File: config.mk
export PLATFORM = sky130hd
export DESIGN_NAME = muxed_adc_median_limit_check
export DESIGN_NICKNAME = d
export VERILOG_FILES = /design/src/sv/madc_pkg.sv /design/src/sv/muxed_adc_median_limit_check.sv /design/src/sv/madc_front.sv /design/src/sv/madc_queue.sv /design/src/sv/madc_back.sv
export VERILOG_INCLUDE_DIRS = /design/src /design/src/sv
export SDC_FILE = /design/constraint.sdc
export NUM_CORES = 1
export LEC_CHECK = 0
export BUFFER_PORTS_ARGS = -buffer_cell sky130_fd_sc_hd__buf_2
export CORE_MARGIN = 1.5
export CORE_UTILIZATION = 40
export DETAILED_ROUTE_END_ITERATION = 6
export MAX_ROUTING_LAYER = met4
export SKIP_LAST_GASP = 1
export SLEW_MARGIN = 20
export SYNTH_ARGS = -nofsm -noshare
export SYNTH_HDL_FRONTEND = slang
export SYNTH_SLANG_ARGS = --single-unit
File: constraint.sdc
create_clock -name clk -period 8.3 [get_ports clk]
set_clock_uncertainty 0.15 [all_clocks]
set_input_delay 1.66 -clock clk [delete_from_list [all_inputs] [get_ports clk]]
set_output_delay 1.66 -clock clk [all_outputs]
set_load 0.005 [all_outputs]
File: src/sv/assert_macros.svh
// ---------------------------------------------------------------------------
// Assertion macros
// Clocked immediate-style wrappers that every asserting file shares.
// ---------------------------------------------------------------------------
`ifndef ASSERT_MACROS_SVH
`define ASSERT_MACROS_SVH
`ifndef NO_ASSERTIONS
// Checks a condition at every clock edge outside reset.
`define ASSERT_NOW(label, expr) \
  label: assert property (@(posedge clk) disable iff (rst) (expr)) \
    else $error("assertion failed");
// Checks that a condition holds in the cycle after a trigger.
`define ASSERT_NEXT(label, ante, cons) \
  label: assert property (@(posedge clk) disable iff (rst) (ante) |=> (cons)) \
    else $error("assertion failed");
`else
`define ASSERT_NOW(label, expr)
`define ASSERT_NEXT(label, ante, cons)
`endif
`endif

File: src/sv/madc_pkg.sv
// ---------------------------------------------------------------------------
// madc_pkg
// Shared types and constants of the multiplexed ADC median limit checker.
// ---------------------------------------------------------------------------
package madc_pkg;

  localparam int SAMPLE_W = 12;
  localparam int CHAN_W   = 3;
  localparam int REG_W    = 12;
  localparam int REG_IDX_W = 1;

  localparam logic [REG_IDX_W-1:0] REG_CELL_LOW    = 1'd0;
  localparam logic [REG_IDX_W-1:0] REG_SENSOR_HIGH = 1'd1;

  localparam logic [REG_W-1:0] CELL_LOW_RESET    = 12'd3102;
  localparam logic [REG_W-1:0] SENSOR_HIGH_RESET = 12'd1861;

  localparam logic [CHAN_W-1:0] CELL_CH_FIRST = 3'd1;
  localparam logic [CHAN_W-1:0] CELL_CH_LAST  = 3'd4;
  localparam logic [CHAN_W-1:0] SENSOR_CH     = 3'd6;

  localparam int QUEUE_DEPTH = 2;
  localparam int QPTR_W      = 1;
  localparam int QCNT_W      = 2;

  // One finished window: its two middle sorted values and its channel.
  typedef struct packed {
    logic [SAMPLE_W-1:0] mid_lo;
    logic [SAMPLE_W-1:0] mid_hi;
    logic [CHAN_W-1:0]   chan;
  } job_t;

  typedef struct packed {
    logic [REG_W-1:0] cell_low;
    logic [REG_W-1:0] sensor_high;
  } limits_t;

endpackage

File: src/sv/muxed_adc_median_limit_check.sv
// ---------------------------------------------------------------------------
// muxed_adc_median_limit_check
// Median of each window of ADC samples per multiplexer channel, with limits.
// ---------------------------------------------------------------------------
// Samples of the selected channel enter on the sample beat, one per cycle when unstalled.
// Every SAMPLES samples form a window; its median, channel, limit flag and
// the following multiplexer select leave as one result beat.
// The input side takes a sample every cycle unless the queue is full; the
// insertion cells sort each sample into place in the cycle it arrives.
// A window's result is written into the queue and then into the output
// register before its result beat is valid.
// A two-window queue separates the sorter from the output register. When
// the receiver stalls, the output register holds its beat; the sorter keeps
// taking samples until the queue is full, then stalls the sample channel.
// Reset empties the queue, clears the sample count, selects channel 0 and
// loads the default limits. The user writes the limit registers through the
// cfg port only while no window is in flight; the block does not enforce it.
// ---------------------------------------------------------------------------
module muxed_adc_median_limit_check #(
  parameter int SAMPLES = 5
) (
  input  logic                          clk,
  input  logic                          rst,
  input  logic                          cfg_write,
  input  logic [madc_pkg::REG_IDX_W-1:0] cfg_index,
  input  logic [madc_pkg::REG_W-1:0]    cfg_data,
  input  logic                          sample_valid,
  output logic                          sample_stall,
  input  logic [madc_pkg::SAMPLE_W-1:0] sample,
  output logic                          result_valid,
  input  logic                          result_stall,
  output logic [madc_pkg::SAMPLE_W-1:0] median_value,
  output logic [madc_pkg::CHAN_W-1:0]   sampled_channel,
  output logic                          within_limits,
  output logic [madc_pkg::CHAN_W-1:0]   next_channel
);
  import madc_pkg::*;

  `include "assert_macros.svh"

  limits_t limits;
  job_t    job;
  job_t    q_data;
  logic    accept;
  logic    push;
  logic    q_full;
  logic    q_empty;
  logic    pop;

  always_ff @(posedge clk) begin
    if (rst) begin
      limits.cell_low    <= CELL_LOW_RESET;
      limits.sensor_high <= SENSOR_HIGH_RESET;
    end else if (cfg_write) begin
      unique case (cfg_index)
        REG_CELL_LOW:    limits.cell_low    <= cfg_data;
        REG_SENSOR_HIGH: limits.sensor_high <= cfg_data;
        default: ;
      endcase
    end
  end

  assign sample_stall = q_full;
  assign accept       = sample_valid && !q_full;

  madc_front #(.SAMPLES(SAMPLES)) u_front (
    .clk    (clk),
    .rst    (rst),
    .accept (accept),
    .sample (sample),
    .push   (push),
    .job    (job)
  );

  madc_queue u_queue (
    .clk       (clk),
    .rst       (rst),
    .push      (push),
    .push_data (job),
    .full      (q_full),
    .pop       (pop),
    .pop_data  (q_data),
    .empty     (q_empty)
  );

  madc_back u_back (
    .clk             (clk),
    .rst             (rst),
    .q_empty         (q_empty),
    .q_data          (q_data),
    .pop             (pop),
    .limits          (limits),
    .result_valid    (result_valid),
    .result_stall    (result_stall),
    .median_value    (median_value),
    .sampled_channel (sampled_channel),
    .within_limits   (within_limits),
    .next_channel    (next_channel)
  );

  `ASSERT_NOW(a_no_push_when_full, !(push && q_full))
  `ASSERT_NOW(a_no_pop_when_empty, !(pop && q_empty))
  `ASSERT_NEXT(a_push_fills_queue, push, !q_empty)
  `ASSERT_NOW(a_next_follows, !result_valid || (next_channel == sampled_channel + 3'd1))

endmodule

File: src/sv/madc_front.sv
// ---------------------------------------------------------------------------
// madc_front
// Insertion sorting cells that collect one window of samples per channel.
// ---------------------------------------------------------------------------
module madc_front #(
  parameter int SAMPLES = 5
) (
  input  logic                      clk,
  input  logic                      rst,
  input  logic                      accept,
  input  logic [madc_pkg::SAMPLE_W-1:0] sample,
  output logic                      push,
  output madc_pkg::job_t            job
);
  import madc_pkg::*;

  localparam int CNT_W  = (SAMPLES > 1) ? $clog2(SAMPLES) : 1;
  localparam int MID_LO = (SAMPLES - 1) / 2;
  localparam int MID_HI = SAMPLES / 2;

  logic [CNT_W-1:0]    count;
  logic [CNT_W-1:0]    count_next;
  logic [CHAN_W-1:0]   channel;
  logic                last;
  logic [SAMPLES-1:0]  gt;
  logic [SAMPLES-1:0]  take_prev;
  logic [SAMPLE_W-1:0] cells      [SAMPLES];
  logic [SAMPLE_W-1:0] prev_cell  [SAMPLES];
  logic [SAMPLE_W-1:0] cells_next [SAMPLES];

  assign last = (count == CNT_W'(SAMPLES - 1));
  assign count_next = last ? '0 : count + 1'b1;

  // The cells hold the samples seen so far in ascending order. Each cell
  // either keeps its value, takes its lower neighbor's or takes the new one.
  always_comb begin
    take_prev[0] = 1'b0;
    prev_cell[0] = sample;
    for (int i = 0; i < SAMPLES; i++) begin
      gt[i] = (i < int'(count)) && (cells[i] > sample);
    end
    for (int i = 1; i < SAMPLES; i++) begin
      take_prev[i] = gt[i-1];
      prev_cell[i] = cells[i-1];
    end
    for (int i = 0; i < SAMPLES; i++) begin
      cells_next[i] = cells[i];
      if ((i == int'(count)) || gt[i]) begin
        cells_next[i] = take_prev[i] ? prev_cell[i] : sample;
      end
    end
  end

  always_ff @(posedge clk) begin
    if (accept) begin
      cells <= cells_next;
    end
  end

  always_ff @(posedge clk) begin
    if (rst) begin
      count   <= '0;
      channel <= '0;
    end else if (accept) begin
      count <= count_next;
      if (last) begin
        channel <= channel + 1'b1;
      end
    end
  end

  assign push       = accept && last;
  assign job.mid_lo = cells_next[MID_LO];
  assign job.mid_hi = cells_next[MID_HI];
  assign job.chan   = channel;

endmodule

File: src/sv/madc_queue.sv
// ---------------------------------------------------------------------------
// madc_queue
// Two-entry queue of finished windows between the sorter and the checker.
// ---------------------------------------------------------------------------
module madc_queue (
  input  logic           clk,
  input  logic           rst,
  input  logic           push,
  input  madc_pkg::job_t push_data,
  output logic           full,
  input  logic           pop,
  output madc_pkg::job_t pop_data,
  output logic           empty
);
  import madc_pkg::*;

  job_t              entries [QUEUE_DEPTH];
  logic [QPTR_W-1:0] wr_ptr;
  logic [QPTR_W-1:0] rd_ptr;
  logic [QCNT_W-1:0] fill;

  assign full     = (fill == QCNT_W'(QUEUE_DEPTH));
  assign empty    = (fill == '0);
  assign pop_data = entries[rd_ptr];

  always_ff @(posedge clk) begin
    if (push) begin
      entries[wr_ptr] <= push_data;
    end
  end

  always_ff @(posedge clk) begin
    if (rst) begin
      wr_ptr <= '0;
      rd_ptr <= '0;
      fill   <= '0;
    end else begin
      if (push) begin
        wr_ptr <= wr_ptr + 1'b1;
      end
      if (pop) begin
        rd_ptr <= rd_ptr + 1'b1;
      end
      if (push && !pop) begin
        fill <= fill + 1'b1;
      end else if (pop && !push) begin
        fill <= fill - 1'b1;
      end
    end
  end

endmodule

File: src/sv/madc_back.sv
// ---------------------------------------------------------------------------
// madc_back
// Forms the median, checks the channel limit and holds the result beat.
// ---------------------------------------------------------------------------
module madc_back (
  input  logic                        clk,
  input  logic                        rst,
  input  logic                        q_empty,
  input  madc_pkg::job_t              q_data,
  output logic                        pop,
  input  madc_pkg::limits_t           limits,
  output logic                        result_valid,
  input  logic                        result_stall,
  output logic [madc_pkg::SAMPLE_W-1:0] median_value,
  output logic [madc_pkg::CHAN_W-1:0]  sampled_channel,
  output logic                        within_limits,
  output logic [madc_pkg::CHAN_W-1:0]  next_channel
);
  import madc_pkg::*;

  logic [SAMPLE_W:0]   sum;
  logic [SAMPLE_W-1:0] median;
  logic                pass;

  // For an odd window both middle values are the same entry.
  assign sum    = {1'b0, q_data.mid_lo} + {1'b0, q_data.mid_hi};
  assign median = sum[SAMPLE_W:1];

  always_comb begin
    if ((q_data.chan >= CELL_CH_FIRST) && (q_data.chan <= CELL_CH_LAST)) begin
      pass = (median >= limits.cell_low);
    end else if (q_data.chan == SENSOR_CH) begin
      pass = (median <= limits.sensor_high);
    end else begin
      pass = 1'b1;
    end
  end

  assign pop = !q_empty && (!result_valid || !result_stall);

  always_ff @(posedge clk) begin
    if (rst) begin
      result_valid <= 1'b0;
    end else if (pop) begin
      result_valid <= 1'b1;
    end else if (!result_stall) begin
      result_valid <= 1'b0;
    end
  end

  always_ff @(posedge clk) begin
    if (pop) begin
      median_value    <= median;
      sampled_channel <= q_data.chan;
      within_limits   <= pass;
      next_channel    <= q_data.chan + 1'b1;
    end
  end

endmodule
==> impl_metrics.env, run 1 <==
export IMPL_status="finished, final reports clean"
export IMPL_yosysUniqueCellTypes=41
export IMPL_hp_class="reg2reg"
export IMPL_grt_overflow_total=0
export IMPL_synthesis_area_um2=6090
export IMPL_grt_pass1_wl_mm=19.8
export IMPL_dieArea_um2=16000
export IMPL_final_layout_size_suffix_gt1_share_pct=19.8
export IMPL_grt_pass1_vias=4067
export IMPL_drt_iter0_markers=210
export IMPL_setup_violations=0
export IMPL_seq_area_frac_synth_pct=53.7
export IMPL_num_vias=3957
export IMPL_cts_tree="done"
export IMPL_fin_setup_tns_ns=0
export IMPL_place_hpwl_mm=8.91
export IMPL_numClockSinks=121
export IMPL_yosysWarnings=0
export IMPL_maxSlewHeadroom_pct=41.3
export IMPL_ctsResizeCount=0
export IMPL_rsz0062_at_grt="no"
export IMPL_routed_wl_mm=11.9
export IMPL_cp_end_kind="flop"
export IMPL_grtUsageTotal_pct=16.5
export IMPL_start_util_pct=41.4
export IMPL_postCtsSetupRepairBufs=0
export IMPL_power_leakage_nw=3.01
export IMPL_io_pins=51
export IMPL_timing_hold_ws_ns=0.301
export IMPL_cts_root_buf="clkbuf_16"
export IMPL_rows=44
export IMPL_yosys_register_bits=121
export IMPL_area_delta_synth_final_pct=17.2
export IMPL_cap_violations=0
export IMPL_viasPerCell=5.21
export IMPL_io_buffers=50
export IMPL_route_detailed_drc=0
export IMPL_clkLatencyLatePin_ns=0.41
export IMPL_worst_pin_slew_ns=0.879
export IMPL_drtAntennaViolNets=0
export IMPL_dr_pass1_iters=6
export IMPL_die_h_um=126
export IMPL_power_density_nw_per_um2=279
export IMPL_fin_crit_sh_pct=49.7
export IMPL_drv_slew=0
export IMPL_critPathMaxFanout=13
export IMPL_period_needed_ns=4.12
export IMPL_crit_path_start_kind="input port"
export IMPL_max_clock_freq_ghz=0.243
export IMPL_max_vdd_ir_drop_mv=0.177
export IMPL_die_x_um=126
export IMPL_place_congestion=0.809
export IMPL_h_tree_depth=4
export IMPL_fin_nets=662
export IMPL_final_util_pct=48.6
export IMPL_syn_nets=604
export IMPL_wl_per_cell_um=15.7
export IMPL_finalHoldViolations=0
export IMPL_numCtsBuffers=17
export IMPL_cts_clk_slew_worst_paths_ns=0.05
export IMPL_grt_max_degree=37
export IMPL_ctsHoldBuffers=0
export IMPL_antenna_cells=0
export IMPL_cp_arrival_ns=4.01
export IMPL_syn_area_per_cell_um2=12.1
export IMPL_clockBufferDepth=2
export IMPL_syn_inst=504
export IMPL_fillers=1281
export IMPL_core_region_area_um2=14700
export IMPL_crit_required_ns=8.19
export IMPL_grt_antenna_before_repair=0
export IMPL_worst_setup_path_type="in2reg"
per-stage QoR:
step / instance area, µm² / total power [mW] / cells / setup slack, ns
floorplan: 6090 / 1.13 / 504 / 4.05
global placement: 6530 / 1.28 / 727 / 3.58
detailed placement: 6530 / 1.29 / 727 / 3.35
CTS: 7130 / 2.01 / 759 / 3.74
global route: 7140 / 2.10 / 759 / 4.03
finish: 7140 / 1.99 / 759 / 4.18
Yosys cell counts:
cell       number  area share, %
nand3_1         3           0.25
nand3b_1        6           0.74
nor3_1          5           0.41
and2_1          2           0.21
buf_2           1          0.082
o21ai_0         9           0.74
o221ai_1        1           0.14
nor2_1         19            1.2
nor2b_1         5           0.51
or3_1           1           0.10
edfxtp_1       85             42
o211a_1         2           0.33
nor3b_1         1           0.12
clkbuf_1        9           0.55
a21o_1         13            1.6
a211o_1         6           0.86
a221o_1         2           0.33
nand2b_1        5           0.51
o211ai_1        3           0.37
a222oi_1        1           0.16
ha_1           70             14
mux2_1         16            3.0
dfxtp_1        36             12
o311ai_0        1           0.14
mux2_2         29            5.4
and4_1          4           0.58
mux2i_1         7            1.2
o2bb2ai_1       1           0.14
o21a_1          2           0.25
inv_1          47            2.9
a21oi_1        34            2.8
nor3_2          1           0.16
xnor2_1         5           0.72
xor2_1          3           0.43
buf_4           2           0.25
a2111oi_0       1           0.14
buf_1           2           0.12
a221oi_1        2           0.29
nand4_1         7           0.72
nand2_1        51            3.1
and3_1          4           0.41
registers in the layout, summed over array words and instances, names as in the netlist, named ones only:
| name | count |
|---|---|
| u_back.within_limits | 1 |
| u_back.result_valid | 1 |
| limits | 24 |
| u_queue.fill | 2 |
| u_front.count | 3 |
| u_queue.rd_ptr | 1 |
| u_queue.wr_ptr | 1 |
| u_back.sampled_channel | 3 |
| u_back.median_value | 12 |
| u_front.cells | 36 |
| u_back.next_channel | 3 |
| u_queue.entries | 30 |
| u_front.channel | 3 |
kinds of logic (layout without fill, tap and decap cells):
kind of cell    after synthesis  in the layout  share of synthesized area [%]
buf+inv                      61            132                           3.90
xor+xnor                      8              8                           1.15
mux                          52             52                           9.47
simple gates                114            114                           9.04
flops                       121            121                           53.7
fa+ha+maj                    70             70                           14.4
compound gates               78             78                           8.30
critical path, cell delays in order:
cell and delay, ns:
buf_2 0.11, inv_1 0.08, ha_1 0.31, and4_1 0.23, and3_1 0.21, o21ai_0 0.09, a221o_1 0.59, a21oi_2 0.71
layer usage:
metal / GRT usage [%] / wire (µm) / vias to the layer above
li1: - / - / 1952
met1: 19.6 / 5390 / 1929
met2: 27.3 / 5950 / 60
met3: 3.75 / 401 / 16
met4: 7.03 / 184 / 0
met5: - / 0 / -
final timing paths:
check             depth (start not counted)  startpoint                    to  slack, ns
setup / recovery                          8  sample[11]     u_front.cells[48]       4.18
hold / removal                            2   limits[4]             limits[4]       0.30
setup reg to reg                          7        flop  u_back.within_limits       5.07
hold reg to reg                           2   limits[4]             limits[4]       0.30
area by class of cell:
type	instances	area [µm²]	share of cell area, %
Clock buffer	28	571	7.99
Inverter	47	176	2.47
Multi-Input combinational cell	322	2590	36.3
Tap cell	184	230	3.23
Sequential cell	121	3270	45.9
Timing Repair Buffer	53	273	3.82
Clock inverter	4	22.5	0.316
cell usage in the layout (no fill, tap or decap), types with 6 or more instances in the layout:
cell type / Yosys / routed
edfxtp_1: 85 / 85
ha_1: 70 / 70
nand2_1: 51 / 51
buf_2: 1 / 50
inv_1: 47 / 47
dfxtp_1: 36 / 36
a21oi_1: 34 / 33
mux2_2: 29 / 29
clkbuf_16: 0 / 20
nor2_1: 19 / 18
mux2_1: 16 / 16
a21o_1: 13 / 13
o21ai_0: 9 / 9
mux2i_1: 7 / 7
nand4_1: 7 / 7
a211o_1: 6 / 6
nand3b_1: 6 / 6
power by group:
group | total (mW) | switching (mW) | internal [mW]
combinational | 0.422 | 0.236 | 0.186
clock | 0.713 | 0.247 | 0.466
sequential | 0.855 | 0.0570 | 0.798
(Power assumes the default switching activity.)
==> inputs of run 2 (changes only) <==
==> constraint.sdc (replaced) <==
create_clock -name clk -period 4.3 [get_ports clk]
set_clock_uncertainty 0.15 [all_clocks]
set_input_delay 0.86 -clock clk [delete_from_list [all_inputs] [get_ports clk]]
set_output_delay 0.86 -clock clk [all_outputs]
set_load 0.005 [all_outputs]
==> impl_metrics.env, run 2 (synthesis gave the netlist of run 1 again) <==
export IMPL_status="finished, final reports clean"
export IMPL_final_layout_size_suffix_gt1_share_pct=20.5
export IMPL_cp_end_kind="flop"
export IMPL_drv_slew=0
export IMPL_ctsResizeCount=0
export IMPL_multi_input_area_um2=2580
export IMPL_routed_wl_mm=12.4
export IMPL_max_clock_freq_ghz=0.315
export IMPL_period_needed_ns=3.18
export IMPL_fillers=1307
export IMPL_busiest_layer="met2"
export IMPL_pwr_share_seq_pct=41.4
export IMPL_drt_iter0_markers=209
export IMPL_cts_clk_slew_worst_paths_ns=0.06
export IMPL_setup_violations=0
export IMPL_rsz0062_at_grt="no"
export IMPL_cts_tree="done"
export IMPL_rows=44
export IMPL_place_congestion=0.860
export IMPL_crit_path_start_kind="input port"
export IMPL_grtUsageMet1_pct=21.2
export IMPL_dieArea_um2=16000
export IMPL_drtAntennaViolNets=0
export IMPL_start_util_pct=41.4
export IMPL_totalPowerFinal_mw=3.97
export IMPL_p_int_mw=2.88
export IMPL_hp_class="reg2reg"
export IMPL_core_region_area_um2=14700
export IMPL_reg2reg_depth=8
export IMPL_grt_use_met2_pct=26.5
export IMPL_io_pins=51
export IMPL_final_cell_mix="edfxtp_1 (85), ha_1 (70), nand2_1 (51), buf_2 (50), inv_1 (47)"
export IMPL_fin_nets=667
export IMPL_cp_arrival_ns=3.18
export IMPL_worst_pin_slew_ns=0.915
export IMPL_area_delta_synth_final_pct=18.3
export IMPL_largest_reg_flops=36
export IMPL_finalHoldViolations=0
export IMPL_numCtsBuffers=17
export IMPL_ctsHoldBuffers=0
export IMPL_grt_pass1_wl_mm=20.1
export IMPL_grt_overflow_total=0
export IMPL_clkLatencyLatePin_ns=0.42
export IMPL_top_register="u_front.cells"
export IMPL_final_common_cell="edfxtp_1"
export IMPL_dr_pass1_iters=5
export IMPL_antenna_cells=0
export IMPL_wl_per_cell_um=16.2
export IMPL_die_h_um=126
export IMPL_clockBufferDepth=2
export IMPL_fin_crit_sh_pct=73.9
export IMPL_cap_violations=0
export IMPL_route_detailed_drc=0
export IMPL_max_vdd_ir_drop_mv=0.395
export IMPL_numClockSinks=121
export IMPL_crit_required_ns=4.30
export IMPL_num_vias=3930
export IMPL_power_density_nw_per_um2=551
export IMPL_maxSlewHeadroom_pct=38.9
export IMPL_place_hpwl_mm=9.07
export IMPL_comb_power_share_pct=21.3
export IMPL_regArea_um2=3270
export IMPL_grt_pass1_vias=3960
export IMPL_critPathMaxFanout=8
export IMPL_die_x_um=126
export IMPL_h_tree_depth=4
export IMPL_switching_power_mw=1.09
export IMPL_fin_setup_tns_ns=0
export IMPL_whs_path_depth=2
export IMPL_grt_max_degree=37
export IMPL_grtUsageTotal_pct=17.0
export IMPL_postCtsSetupRepairBufs=0
export IMPL_io_buffers=50
export IMPL_power_frac_clock_pct=37.3
export IMPL_viasPerCell=5.14
export IMPL_reg_top3="u_front.cells (36), u_queue.entries (30), limits (24)"
export IMPL_use_met3_pct=4.39
export IMPL_grt_antenna_before_repair=0
export IMPL_cts_root_buf="clkbuf_16"
export IMPL_power_leakage_nw=3.05
export IMPL_worst_setup_path_type="in2reg"
export IMPL_sw_frac_of_total_pct=27.5
[run 2: per-layer routing]
metal / vias up / part of all wire (%)
li1: 1959 / -
met1: 1887 / 47
met2: 73 / 49
met3: 11 / 3.5
met4: 0 / 0.82
met5: - / 0
[run 2: stage by stage]
| step | util (%) | setup slack, ns | cells | hold slack (ns) | area (µm²) |
|---|---|---|---|---|---|
| 3_5_place_dp | 44.7 | 0.478 | 732 | 0.296 | 6570 |
| 3_3_place_gp | 44.7 | 0.661 | 732 | 0.294 | 6570 |
| 6_report | 49.0 | 1.12 | 764 | 0.304 | 7210 |
| 4_1_cts | 49.0 | 0.929 | 764 | 0.304 | 7200 |
| 5_1_grt | 49.0 | 0.988 | 764 | 0.328 | 7210 |
| 2_1_floorplan | - | 0.854 | 504 | 0.286 | 6090 |
[run 2: worst paths after layout]
check / start / endpoint / slack (ns)
worst max-delay path: sample[10] / u_queue.entries[0][23] / 1.12
worst min-delay path: limits[17] / limits[17] / 0.30
worst max register to register: u_front.cells[46] / u_queue.entries[0][23] / 1.33
worst min register to register: limits[17] / limits[17] / 0.30
[run 2: power by group through the flow]
stage	clock [mW]	combinational (mW)	sequential, mW
final	1.48	0.847	1.64
after global routing	1.56	0.950	1.67
after CTS	1.51	0.850	1.65
after detailed placement	0	0.844	1.67
after global placement	0	0.821	1.66
after floorplan	0	0.545	1.64
[run 2: layout make-up]
type | instances | share of cell area, %
Sequential cell | 121 | 45.4
Inverter | 47 | 2.45
Clock buffer | 25 | 7.78
Timing Repair Buffer | 58 | 4.31
Multi-Input combinational cell | 322 | 35.8
Clock inverter | 7 | 1.01
Tap cell | 184 | 3.20
[run 2: critical path, stage by stage]
cell      delay, ns
buf_2          0.11
inv_1          0.07
ha_1           0.32
nand4_1        0.14
nor3_2         0.26
a221oi_1       0.12
a222oi_1       0.31
buf_4          0.26
mux2_1         0.36
mux2_1         0.35
==> inputs of run 3 (changes only) <==
==> constraint.sdc (replaced) <==
create_clock -name clk -period 2.9 [get_ports clk]
set_clock_uncertainty 0.15 [all_clocks]
set_input_delay 0.58 -clock clk [delete_from_list [all_inputs] [get_ports clk]]
set_output_delay 0.58 -clock clk [all_outputs]
set_load 0.005 [all_outputs]
==> impl_metrics.env, run 3 (synthesis gave the netlist of run 1 again) <==
export IMPL_status="finished, final reports clean"
export IMPL_final_cell_mix="edfxtp_1 (85), ha_1 (62), nand2_1 (50), buf_2 (50), buf_4 (43)"
export IMPL_hp_start="cfg_data[2]"
export IMPL_worst_pin_slew_ns=0.662
export IMPL_reg2reg_depth=8
export IMPL_multi_input_area_um2=2740
export IMPL_drtAntennaViolNets=0
export IMPL_slowest_stage="edfxtp_1"
export IMPL_cp_end_kind="flop"
export IMPL_final_util_pct=51.9
export IMPL_fillers=1269
export IMPL_cp_arrival_ns=2.77
export IMPL_stdcell_count=801
export IMPL_worst_r2r_setup_slack_ns=0.13
export IMPL_path_delay_family="compound AO/OA/AOI/OAI gates"
export IMPL_cp_cell_sequence="ha_4, nand3_2, o211ai_1, a221oi_1, a222oi_1, buf_4, mux2_1, mux2_4"
export IMPL_grt_antenna_before_repair=0
export IMPL_crit_cells=8
export IMPL_drv_slew=0
export IMPL_fin_setup_tns_ns=0
export IMPL_antenna_cells=0
export IMPL_fin_nets=704
export IMPL_crit_end="u_front.cells[34]"
export IMPL_maxSlewHeadroom_pct=55.9
export IMPL_start_util_pct=41.4
export IMPL_critPathBufInv=1
export IMPL_reg_top3="u_front.cells (36), u_queue.entries (30), limits (24)"
export IMPL_drt_iter0_markers=215
export IMPL_max_vdd_ir_drop_mv=0.482
export IMPL_finalHoldViolations=0
export IMPL_largest_reg_flops=36
export IMPL_dr_pass1_iters=4
export IMPL_startpoint="u_front.cells[39]"
export IMPL_max_stage_delay_ns=0.43
export IMPL_io_pins=51
export IMPL_worst_setup_path_type="reg2reg"
export IMPL_clkLatencyLatePin_ns=0.41
export IMPL_grt_overflow_total=0
export IMPL_regArea_um2=3270
export IMPL_cts_tree="done"
export IMPL_top_register="u_front.cells"
export IMPL_rows=44
export IMPL_dieArea_um2=16000
export IMPL_route_detailed_drc=0
export IMPL_met1_length_mm=6.30
export IMPL_grt_pass1_wl_mm=20.7
export IMPL_grt_max_degree=37
export IMPL_clockBufferDepth=2
export IMPL_routed_wl_mm=12.9
export IMPL_core_region_area_um2=14700
export IMPL_place_congestion=0.871
export IMPL_rr_startpoint="u_front.cells[39]"
export IMPL_top_layer="met4"
export IMPL_place_hpwl_mm=9.57
export IMPL_fin_crit_sh_pct=95.6
export IMPL_grt_pass1_vias=4083
export IMPL_cts_root_buf="clkbuf_16"
export IMPL_setup_violations=0
export IMPL_power_leakage_nw=3.23
export IMPL_dpl_cell_count=765
export IMPL_period_needed_ns=2.77
export IMPL_ctsHoldBuffers=0
export IMPL_cts_clk_slew_worst_paths_ns=0.06
export IMPL_power_density_nw_per_um2=782
export IMPL_crit_required_ns=2.90
export IMPL_num_vias=4052
export IMPL_crit_path_start_kind="flop"
export IMPL_numClockSinks=121
export IMPL_r2r_end="u_front.cells[34]"
export IMPL_rsz0062_at_grt="yes"
export IMPL_final_layout_size_suffix_gt1_share_pct=30.0
export IMPL_area_delta_synth_final_pct=25.2
export IMPL_max_clock_freq_ghz=0.361
export IMPL_die_x_um=126
export IMPL_io_buffers=50
export IMPL_route_met3_wl_um=478
export IMPL_dr_wl_met2_mm=5.92
export IMPL_grtUsageTotal_pct=17.4
export IMPL_critPathMaxFanout=7
export IMPL_final_common_cell="edfxtp_1"
export IMPL_hp_class="in2reg"
export IMPL_numCtsBuffers=17
export IMPL_wl_per_cell_um=16.1
export IMPL_h_tree_depth=4
export IMPL_cap_violations=0
export IMPL_die_h_um=126
export IMPL_viasPerCell=5.06
==> run 3: routing by layer <==
layer,global-route usage [%],vias to the layer above
met3,4.51,14
met4,5.95,0
met5,-,-
li1,-,2038
met1,22.1,1923
met2,27.2,77
==> run 3: layout make-up <==
class,count,area share (%)
flip-flops and latches,121,42.9
multi-input cells,322,35.9
well taps,184,3.02
inverters,47,2.41
clock buffers,20,5.73
repair buffers,95,8.04
clock inverters,12,1.99
==> run 3: worst min-delay path by stage <==
stage | to | slack [ns] | cells past startpoint
2_1_floorplan | limits[11] | 0.29 | 2
3_3_place_gp | limits[18] | 0.30 | 2
3_5_place_dp | limits[7] | 0.30 | 2
4_1_cts | limits[14] | 0.23 | 2
5_1_grt | limits[15] | 0.25 | 2
6_report | limits[14] | 0.25 | 2
==> run 3: through the flow <==
stage                     setup slack (ns)  hold WS (ns)  cell area, µm²  power [mW]
after global routing               -0.0178         0.247            7620        6.30
final                                0.126         0.249            7620        5.96
after detailed placement            -0.230         0.298            7000        3.88
after global placement              -0.179         0.295            7000        3.83
after floorplan                    -0.0178         0.286            6250        3.31
after CTS                           0.0536         0.233            7590        6.01
==> run 3: power breakdown <==
group          switching, mW  internal (mW)  total, mW
clock network          0.758           1.35       2.11
logic                  0.739          0.691       1.43
registers              0.150           2.28       2.43
==> run 3: what timing repair did <==
item                       CTS  global route
buffers inserted             0             4
setup endpoints to repair    0            30
gates resized for setup      0             3
==> run 3: worst register-to-register path: stages, from the launching register on <==
cell	delay (ns)
edfxtp_1	0.43
ha_4	0.30
nand3_2	0.07
o211ai_1	0.21
a221oi_1	0.12
a222oi_1	0.36
buf_4	0.25
mux2_1	0.34
mux2_4	0.28
